## src/sv/modexp_pkg.sv

```systemverilog
// ----------------------------------------------------------------------------
// modexp_pkg: shared widths and constants for modular exponentiation
// Operand widths, the modulus reset value and the sequencer state codes.
// ----------------------------------------------------------------------------
`default_nettype none
package modexp_pkg;
  localparam int unsigned ModW   = 31;
  localparam int unsigned FieldW = 63;
  localparam logic [ModW-1:0] ModulusReset = 31'd1000000007;

  // sequencer state codes
  localparam logic [2:0] StIdle = 3'd0;
  localparam logic [2:0] StRed  = 3'd1;
  localparam logic [2:0] StChk  = 3'd2;
  localparam logic [2:0] StMul  = 3'd3;
  localparam logic [2:0] StDone = 3'd4;

  typedef logic [ModW-1:0] mod_t;
endpackage
`default_nettype wire

```

## src/sv/modular_exponentiation_top.sv

```systemverilog
// ----------------------------------------------------------------------------
// modular_exponentiation_top: base to the exponent modulo a register
// Right-to-left square and multiply on two bit-serial multipliers.
// ----------------------------------------------------------------------------
// channel  dir  handshake                  payload
// s_axis   in   s_axis_tvalid/tready       tdata: base_value, exponent
// m_axis   out  m_axis_tvalid/tready       tdata: power_result
// cfg      in   cfg_valid_i/cfg_ready_o    cfg_data_i: modulus
//
// per word after acceptance: the base reduction, then one square and multiply
// pass per exponent bit up to the highest set bit, then the final check and
// done steps; the number of exponent bits is at most min(EXP_WIDTH, 63).
// the square and the multiply run side by side.
// reset sets the modulus to 1000000007; no clearing pass.
// one word in flight; the next is taken while the result waits, and its own
// result is held back until the output register has emptied.
// ----------------------------------------------------------------------------
`default_nettype none
module modular_exponentiation_top #(
  parameter int unsigned EXP_WIDTH = 64
) (
  input  wire          clk_i,
  input  wire          rst_ni,
  input  wire          s_axis_tvalid,
  output logic         s_axis_tready,
  input  wire  [127:0] s_axis_tdata,   // [62:0] base_value, [125:63] exponent
  output logic         m_axis_tvalid,
  input  wire          m_axis_tready,
  output logic [31:0]  m_axis_tdata,   // [30:0] power_result
  input  wire          cfg_valid_i,
  output logic         cfg_ready_o,
  input  wire  [30:0]  cfg_data_i      // modulus
);
  import modexp_pkg::*;

  localparam int unsigned EW   = (EXP_WIDTH < FieldW) ? EXP_WIDTH : FieldW;
  localparam int unsigned RedW = $clog2(FieldW);

  logic [2:0]        st_q;
  mod_t              mod_q;
  mod_t              r_q, b_q;
  logic [EW-1:0]     e_q;
  logic [FieldW-1:0] sh_q;
  logic [RedW-1:0]   rcnt_q;
  logic              ovld_q;
  mod_t              out_q;
  logic              start;
  mod_t              prod_r, prod_b;
  logic              done_r, done_b;
  logic [ModW:0]     red_t, red_s;
  logic              in_acc;

  assign cfg_ready_o   = 1'b1;
  assign s_axis_tready = (st_q == StIdle);
  assign in_acc        = s_axis_tvalid && s_axis_tready;
  assign start         = (st_q == StChk) && (e_q != '0);

  // base reduction step: shift one base bit into the remainder
  always_comb begin
    red_t = {r_q, sh_q[FieldW-1]};
    red_s = (red_t >= {1'b0, mod_q}) ? red_t - {1'b0, mod_q} : red_t;
  end

  // modulus register
  always_ff @(posedge clk_i or negedge rst_ni) begin
    if (!rst_ni) begin
      mod_q <= ModulusReset;
    end else if (cfg_valid_i) begin
      mod_q <= cfg_data_i;
    end
  end

  // sequencer
  always_ff @(posedge clk_i or negedge rst_ni) begin
    if (!rst_ni) begin
      st_q   <= StIdle;
      ovld_q <= 1'b0;
      rcnt_q <= '0;
    end else begin
      if (m_axis_tvalid && m_axis_tready) ovld_q <= 1'b0;
      case (st_q)
        StIdle: begin
          if (in_acc) begin
            rcnt_q <= '0;
            st_q   <= (mod_q < ModW'(2)) ? StDone : StRed;
          end
        end
        StRed: begin
          rcnt_q <= rcnt_q + 1'b1;
          if (rcnt_q == RedW'(FieldW - 1)) st_q <= StChk;
        end
        StChk: begin
          st_q <= (e_q == '0) ? StDone : StMul;
        end
        StMul: begin
          if (done_r && done_b) st_q <= StChk;
        end
        StDone: begin
          if (!ovld_q) begin
            ovld_q <= 1'b1;
            st_q   <= StIdle;
          end
        end
        default: st_q <= StIdle;
      endcase
    end
  end

  // datapath
  always_ff @(posedge clk_i) begin
    case (st_q)
      StIdle: begin
        if (in_acc) begin
          sh_q <= s_axis_tdata[FieldW-1:0];
          e_q  <= s_axis_tdata[FieldW +: EW];
          r_q  <= '0;
          b_q  <= '0;
        end
      end
      StRed: begin
        sh_q <= {sh_q[FieldW-2:0], 1'b0};
        if (rcnt_q == RedW'(FieldW - 1)) begin
          b_q <= red_s[ModW-1:0];
          r_q <= ModW'(1);
        end else begin
          r_q <= red_s[ModW-1:0];
        end
      end
      StMul: begin
        if (done_r && done_b) begin
          if (e_q[0]) r_q <= prod_r;
          b_q <= prod_b;
          e_q <= e_q >> 1;
        end
      end
      StDone: begin
        if (!ovld_q) out_q <= (mod_q < ModW'(2)) ? '0 : r_q;
      end
      default: begin
      end
    endcase
  end

  // running result times base
  modexp_mulser u_mul_r (
    .clk_i  (clk_i),
    .rst_ni (rst_ni),
    .start_i(start),
    .a_i    (r_q),
    .b_i    (b_q),
    .m_i    (mod_q),
    .prod_o (prod_r),
    .done_o (done_r)
  );

  // base squared
  modexp_mulser u_mul_b (
    .clk_i  (clk_i),
    .rst_ni (rst_ni),
    .start_i(start),
    .a_i    (b_q),
    .b_i    (b_q),
    .m_i    (mod_q),
    .prod_o (prod_b),
    .done_o (done_b)
  );

  assign m_axis_tvalid = ovld_q;
  assign m_axis_tdata  = {1'b0, out_q};
endmodule
`default_nettype wire

```

## src/sv/modexp_mulser.sv

```systemverilog
// ----------------------------------------------------------------------------
// modexp_mulser: bit-serial modular multiplier
// Interleaved shift-add: one multiplier bit per cycle, msb first.
// ----------------------------------------------------------------------------
`default_nettype none
module modexp_mulser (
  input  wire                   clk_i,
  input  wire                   rst_ni,
  input  wire                   start_i,
  input  modexp_pkg::mod_t      a_i,
  input  modexp_pkg::mod_t      b_i,
  input  modexp_pkg::mod_t      m_i,
  output modexp_pkg::mod_t      prod_o,
  output logic                  done_o
);
  import modexp_pkg::*;

  localparam int unsigned CntW = $clog2(ModW);

  mod_t            acc_q, acc_d;
  mod_t            a_q;
  mod_t            b_q;
  logic [CntW-1:0] cnt_q;
  logic            busy_q;
  logic            done_q;
  logic [ModW:0]   dbl, dbl_r, sum, sum_r;

  // one step: acc = 2*acc + bit*a, both reduced by a single subtract
  always_comb begin
    dbl   = {acc_q, 1'b0};
    dbl_r = (dbl >= {1'b0, m_i}) ? dbl - {1'b0, m_i} : dbl;
    sum   = dbl_r + (b_q[ModW-1] ? {1'b0, a_q} : '0);
    sum_r = (sum >= {1'b0, m_i}) ? sum - {1'b0, m_i} : sum;
    acc_d = sum_r[ModW-1:0];
  end

  // control
  always_ff @(posedge clk_i or negedge rst_ni) begin
    if (!rst_ni) begin
      busy_q <= 1'b0;
      done_q <= 1'b0;
      cnt_q  <= '0;
    end else begin
      done_q <= !start_i && busy_q && (cnt_q == CntW'(ModW - 1));
      if (start_i) begin
        busy_q <= 1'b1;
        cnt_q  <= '0;
      end else if (busy_q) begin
        cnt_q <= cnt_q + 1'b1;
        if (cnt_q == CntW'(ModW - 1)) begin
          busy_q <= 1'b0;
        end
      end
    end
  end

  // operand and accumulator shift registers
  always_ff @(posedge clk_i) begin
    if (start_i) begin
      acc_q <= '0;
      a_q   <= a_i;
      b_q   <= b_i;
    end else if (busy_q) begin
      acc_q <= acc_d;
      b_q   <= {b_q[ModW-2:0], 1'b0};
    end
  end

  assign prod_o = acc_q;
  assign done_o = done_q;
endmodule
`default_nettype wire

```

## config.mk

```make
export PLATFORM = sky130hd
export DESIGN_NAME = modular_exponentiation_top
export DESIGN_NICKNAME = d
export VERILOG_FILES = /design/src/sv/modexp_pkg.sv /design/src/sv/modular_exponentiation_top.sv /design/src/sv/modexp_mulser.sv
export SDC_FILE = /design/constraint.sdc
export NUM_CORES = 1
export LEC_CHECK = 0
export ABC_AREA = 1
export BUFFER_PORTS_ARGS = -buffer_cell sky130_fd_sc_hd__buf_2
export CORE_MARGIN = 2
export CORE_UTILIZATION = 35
export CTS_BUF_LIST = sky130_fd_sc_hd__clkbuf_4
export DETAILED_ROUTE_END_ITERATION = 7
export GPL_ROUTABILITY_DRIVEN = 0
export PLACE_DENSITY = 0.57
export SETUP_SLACK_MARGIN = 0.3
export SLEW_MARGIN = 5
export SYNTH_ARGS = -nofsm -noshare
export SYNTH_HDL_FRONTEND = slang
export SYNTH_SLANG_ARGS = --single-unit
```

## constraint.sdc

```tcl
create_clock -name clk_i -period 10.75 [get_ports clk_i]
set_input_delay 1.6125 -clock clk_i [delete_from_list [all_inputs] [get_ports clk_i]]
set_output_delay 1.6125 -clock clk_i [all_outputs]
set_load 0.01 [all_outputs]
```

==> results of run 1 <==
critical path, delay by kind of cell (launching register included):
kind            cells  cell delay [ns]
fa+ha+maj           3             1.38
buf+inv             6             1.26
flops               1             0.52
xor+xnor            1             0.26
compound gates      2             0.61
simple gates       25             3.77
worst paths after layout:
path	end	slack [ns]	depth (start not counted)
worst max-delay path	u_mul_r.prod_o[14]$_SDFFE_PP0P_	2.80	37
worst min-delay path	u_mul_b.a_q[16]$_DFFE_PP_	0.44	0
worst max register to register	u_mul_r.prod_o[14]$_SDFFE_PP0P_	2.80	37
worst min register to register	u_mul_b.a_q[16]$_DFFE_PP_	0.44	0
max in group asynchronous	u_mul_r.cnt_q[2]$_DFFE_PN0P_	9.40	2
min in group asynchronous	mod_q[5]$_DFFE_PN0P_	0.73	2
final cells by class:
| class | instances | area share [%] |
|---|---|---|
| diodes | 10 | 0.06609 |
| clock inverters | 42 | 0.6377 |
| clock buffers | 205 | 4.064 |
| inverters | 618 | 6.133 |
| well taps | 1265 | 4.180 |
| repair buffers | 237 | 3.417 |
| multi-input cells | 3486 | 47.33 |
| flip-flops and latches | 460 | 34.17 |
metal layers:
| layer | vias to the layer above | routed length (µm) | part of all wire [%] | track usage (%) |
|---|---|---|---|---|
| met1 | 14890 | 52060 | 44 | 32.37 |
| met5 | - | 36 | 0.031 | 0 |
| met4 | 6 | 4905 | 4.2 | 9.917 |
| met2 | 1210 | 50250 | 43 | 35.45 |
| met3 | 223 | 10020 | 8.5 | 5.119 |
| li1 | 15900 | - | - | - |
placed cells by master (no fill, tap or decap), types with 24 or more instances in the layout:
cell,instances
dfxtp_1,62
nor2_1,323
nand2_1,1708
buf_4,43
nand3_1,241
nor3_1,44
dfrtp_1,39
xor2_1,101
a21oi_1,232
inv_1,613
nand4_1,100
xnor2_1,59
buf_2,194
ha_1,223
clkinv_1,24
o21ai_0,191
clkbuf_4,205
edfxtp_1,343
o21bai_1,44
nor4_1,25
through the flow:
step                      std cells  setup WS, ns  instance area (µm²)  utilization (%)
after global placement         6066         3.122                36060            37.90
final                          6323         2.803                37870            39.79
after detailed placement       6066         3.105                36060            37.90
after global routing           6315         2.145                37850            39.77
after CTS                      6313         3.066                37840            39.77
after floorplan                4687         4.546                33680                -
logic make-up after synthesis:
logic type	Yosys count	synth area share (%)
buf+inv	741	8.519
compound gates	583	9.552
other cells	2	0.02230
simple gates	2510	30.60
mux	1	0.02972
xor+xnor	160	4.161
flops	460	38.42
fa+ha+maj	230	8.701
==> summary.txt, run 1 <==
CTS
  – Clock Tree Buf Depth: 3
  – Post-CTS Setup Bufs: 0
  – Root buffer cell: clkbuf_4
  – PostCTS Resize Cnt: 0
  – Number of CTS-inserted buffers: 137
  – CTS tree: done
  – Reg clk slew, reported paths: roughly 0.070 ns
  – Hold_buf cts: 0
  – H-Tree Depth: 4
  – Clock latency at the later pin of the worst-skew pair: 1.11 ns
  – Clk sinks: 460

Timing
  – Setup Viol. Count Final: 0
  – RSZ-0062 raised after global routing: no
  – Final hold vios: 0
  – Final slew viol count: 0
  – Final TNS setup: 0 ns
  – Period utilisation layout: roughly three quarters
  – Clk_skew: 0.1029 ns
  – FMAX: between 100 and 150 MHz
  – Slew headroom: 25.90%
  – Slew @ Worst Pin: 1.110 ns
  – Tmin final: just under 8 ns
  – Final hold slack: 0.4392 ns

Global routing
  – Largest net degree at the start of global routing: 79
  – Vias in the first global route: slightly below 30000
  – Initial antenna violation count: 11
  – First-pass GRT wire length: 176200 µm
  – Gr usage total: approximately a quarter
  – Grt ovf: 0

Floorplan
  – Full die area: 98720 µm²
  – DIE HEIGHT: 314.2 µm
  – Placement row count: 113
  – I/O Pins: 199
  – Starting Density: 35.39%
  – Chip width: 314.2 µm
  – Core area: 95150 µm²

Route
  – Via density: 5.097
  – DR iter-0 viols: 3169
  – DRT Wirelength: roughly 120000 µm
  – Vias: 32230
  – First-pass DRT Iterations: 6
  – Antenna viol nets, final: 0
  – WL/cell: 18.55 µm
  – DRC: 0

Logic synthesis
  – Number of synthesized register bits: 460
  – Post-Syn Nets: 5081
  – Top-count cell post-synth: nand2_1
  – Register area share after synthesis: 38.42%
  – Synth Flop Type: edfxtp_1
  – Area leader, netlist: edfxtp_1
  – Synth cell count leaders: nand2_1 (1709), inv_1 (613), edfxtp_1 (343)
  – Top cells by area, synth: edfxtp_1 (31%), nand2_1 (19%), ha_1 (8.3%)
  – Mean Syn Cell Area: 7.185 µm²
  – Mapped Area: 33680 µm²
  – Number of synthesized flops with an enable pin: around 340
  – Warnings from Yosys: 0
  – Synth cell types: 55
  – Yosys top cell area share: 30.58%
  – Post-Syn Instances: 4687
  – Asr flop ratio synth: 11.96%

Outcome
  – Status: completed

Critical path
  – CP Launch Type: flip-flop
  – Worst Setup SP: mod_q[24]$_DFFE_PN1P_
  – Critical path data arrival time: ~8.9 ns
  – Crit-path max FO: 59
  – Worst path slowest cell: ha_1
  – Worst r2r src: mod_q[24]$_DFFE_PN1P_
  – Setup crit end kind: flip-flop
  – Crit path kind: reg -> reg
  – Biggest cell delay along the critical path: just over 0.6 ns
  – Critical Path RT: roughly 12 ns
  – Crit-path most repeated cell: nand2_1

Final layout
  – Share of cells above drive strength 1: about a tenth
  – Fill cells: approximately 10000
  – Final net count: 5334
  – Area of the multi-input gates: 17920 µm²
  – Biggest regs: e_q x63, sh_q x63
  – Register area: 12940 µm²
  – Area Growth Syn to Fin: 12.44%

Place
  – Port bufs: 194
  – DP HPWL: between 80000 and 90000 µm

Run
  – Maxcap violations: 0

Min path
  – Hold Startpoint: b_q[16]$_DFFE_PP_
  – Hold WC Path Type: reg -> reg
Power of run 1 is left out: the tool's default activity adds up to more than one toggle a clock period on the data nets, which glitch-free logic cannot reach.
==> inputs of run 2 (changes only) <==
--- a/config.mk
+++ b/config.mk
@@ -12,7 +12,7 @@
 export CTS_BUF_LIST = sky130_fd_sc_hd__clkbuf_4
 export DETAILED_ROUTE_END_ITERATION = 7
 export GPL_ROUTABILITY_DRIVEN = 0
-export PLACE_DENSITY = 0.57
+export PLACE_DENSITY = 0.59
 export SETUP_SLACK_MARGIN = 0.3
 export SLEW_MARGIN = 5
 export SYNTH_ARGS = -nofsm -noshare
==> constraint.sdc (replaced) <==
create_clock -name clk_i -period 7.2 [get_ports clk_i]
set_input_delay 1.08 -clock clk_i [delete_from_list [all_inputs] [get_ports clk_i]]
set_output_delay 1.08 -clock clk_i [all_outputs]
set_load 0.01 [all_outputs]
==> run 2 against run 1 <==
Flip-flop and latch count stayed put. Routed wire length rose by 3.1%. Maximum frequency increased by 21%. Die area did not move. Hold slack lost 0.23 ns. Final area up 2.1%. Critical endpoint is now u_mul_r.prod_o[18]$_SDFFE_PP0P_.
==> summary.txt, run 2 (synthesis gave the netlist of run 1 again) <==
Outcome
  – Status: completed

Critical path
  – Setup crit end kind: flip-flop
  – Stages on worst setup path: 40
  – Biggest cell delay along the critical path: between 0.5 and 0.6 ns
  – Critical Path RT: 8.14 ns
  – CP Launch Type: flip-flop
  – Crit path buffers/inverters: 7
  – Delay-heaviest family, CP: simple AND/OR/NAND/NOR gates
  – Critical path data arrival time: 7.50 ns
  – Crit path kind: reg -> reg
  – Crit-path most repeated cell: nand2_1
  – Worst path slowest cell: dfstp_2
  – R2R depth: 40
  – Crit-path max FO: 14

Timing
  – Setup Viol. Count Final: 0
  – Tmin final: 6.559 ns
  – Period utilisation layout: 91.09%
  – FMAX: 152.5 MHz
  – Slew @ Worst Pin: 0.9798 ns
  – Setup WS post-layout: 0.6414 ns
  – Final hold vios: 0
  – Final slew viol count: 0
  – Clk_skew: slightly above 0.08 ns
  – Final TNS setup: 0 ns
  – Slew headroom: 34.68%
  – RSZ-0062 raised after global routing: no

Route
  – DRC: 0
  – First-pass DRT Iterations: 6
  – Antenna viol nets, final: 0
  – Vias: 32740
  – DRT Wirelength: roughly 120000 µm
  – Via density: around 5.1
  – DR iter-0 viols: 3284
  – WL/cell: 18.91 µm

Global routing
  – Initial antenna violation count: 12
  – First-pass GRT wire length: around 180000 µm
  – Vias in the first global route: about 30000
  – Largest net degree at the start of global routing: 88
  – Grt ovf: 0
  – Gr usage total: 23.97%

CTS
  – Clock latency at the later pin of the worst-skew pair: about 1.1 ns
  – Number of CTS-inserted buffers: 137
  – H-Tree Depth: 4
  – CTS tree: done
  – Root buffer cell: clkbuf_4
  – Clk sinks: 460
  – Clock Tree Buf Depth: 3
  – Reg clk slew, reported paths: 0.06 ns

Place
  – Pre-CTS WS: 0.4922 ns
  – DP HPWL: 93170 µm
  – Port bufs: a little under 200

Final layout
  – Most common cell after layout, fill and taps aside: nand2_1
  – Fill cells: 10040
  – Most frequent cells in the layout: nand2_1 (1706), inv_1 (605), edfxtp_1 (343)
  – Share of cells above drive strength 1: about an eighth
  – Final net count: approximately 5400
  – Biggest regs: e_q x63, sh_q x63
  – Fin util: roughly 41%
  – Area Growth Syn to Fin: 14.84%

Min path
  – Hold WC Path Type: in -> reg
  – Cells on Worst Hold Path: 2

Floorplan
  – Chip width: 314.2 µm
  – I/O Pins: 199
  – Full die area: 98720 µm²
  – Starting Density: 35.39%
  – Placement row count: 113
  – Core area: ~95000 µm²
  – DIE HEIGHT: 314.2 µm

Run
  – Maxcap violations: 0
-- run 2: cell types whose count changed in the layout (fill, tap and decap cells not counted), moves of 5 or more --
cell,change
o21ai_1,+9
clkbuf_4,-21
inv_1,-8
buf_4,+52
ha_4,+6
ha_1,-8
o21ai_0,-9
clkinv_1,+15
clkinvlp_4,+9
buf_12,+9
nor2_1,-5
-- run 2: routing by layer --
layer  global-route usage [%]  vias to the layer above  share of wire, %
met2                    36.42                     1307                43
met5                        0                        -             0.066
li1                         -                    16040                 -
met1                    32.68                    15140                43
met4                    10.29                       10               3.9
met3                    5.343                      245               9.5
-- run 2: per-stage QoR --
stage / hold WS, ns / cells / cell area (µm²)
final: 0.2122 / 6391 / 38670
after global routing: 0.1244 / 6386 / 38660
after CTS: 0.1152 / 6358 / 38200
after detailed placement: 0.4356 / 6111 / 36420
after global placement: 0.4353 / 6111 / 36420
after floorplan: 0.4264 / 4687 / 33680
-- run 2: timing repair --
item,in CTS,in global routing
gates resized for setup,0,51
endpoints found under the hold margin,0,0
endpoints found under the setup margin,0,62
hold buffers,0,0
buffers inserted,0,17
-- run 2: layout make-up --
class                      instances  area, µm²  share of cell area (%)
clock inverter                    63      396.6                   1.026
sequential                       460      12940                   33.45
clock buffer                     184       1381                   3.572
multi-input combinational       3488      18110                   46.83
inverter                         618       2352                   6.082
tap                             1265       1583                   4.093
timing repair buffer             299       1879                   4.859
antenna                           14      35.03                 0.09059
-- run 2: worst register-to-register path, delay by kind of cell (launching register included) --
family / cells / cell delay (ns)
compound gates: 3 / 0.57
fa+ha+maj: 3 / 1.12
buf+inv: 7 / 0.89
flops: 1 / 0.55
simple gates: 27 / 3.34
-- run 2: worst paths after layout --
path | slack [ns] | endpoint | from
setup / recovery | 0.64 | u_mul_r.prod_o[18]$_SDFFE_PP0P_ | mod_q[20]$_DFFE_PN1P_
hold / removal | 0.21 | m_axis_tvalid$_DFF_PN0_ | m_axis_tready
setup reg to reg | 0.64 | u_mul_r.prod_o[18]$_SDFFE_PP0P_ | mod_q[20]$_DFFE_PN1P_
hold reg to reg | 0.45 | u_mul_b.a_q[30]$_DFFE_PP_ | b_q[30]$_DFFE_PP_
max in group asynchronous | 6.40 | m_axis_tvalid$_DFF_PN0_ | rst_ni
min in group asynchronous | 0.22 | mod_q[18]$_DFFE_PN0P_ | rst_ni
Power of run 2 is left out for the same reason.
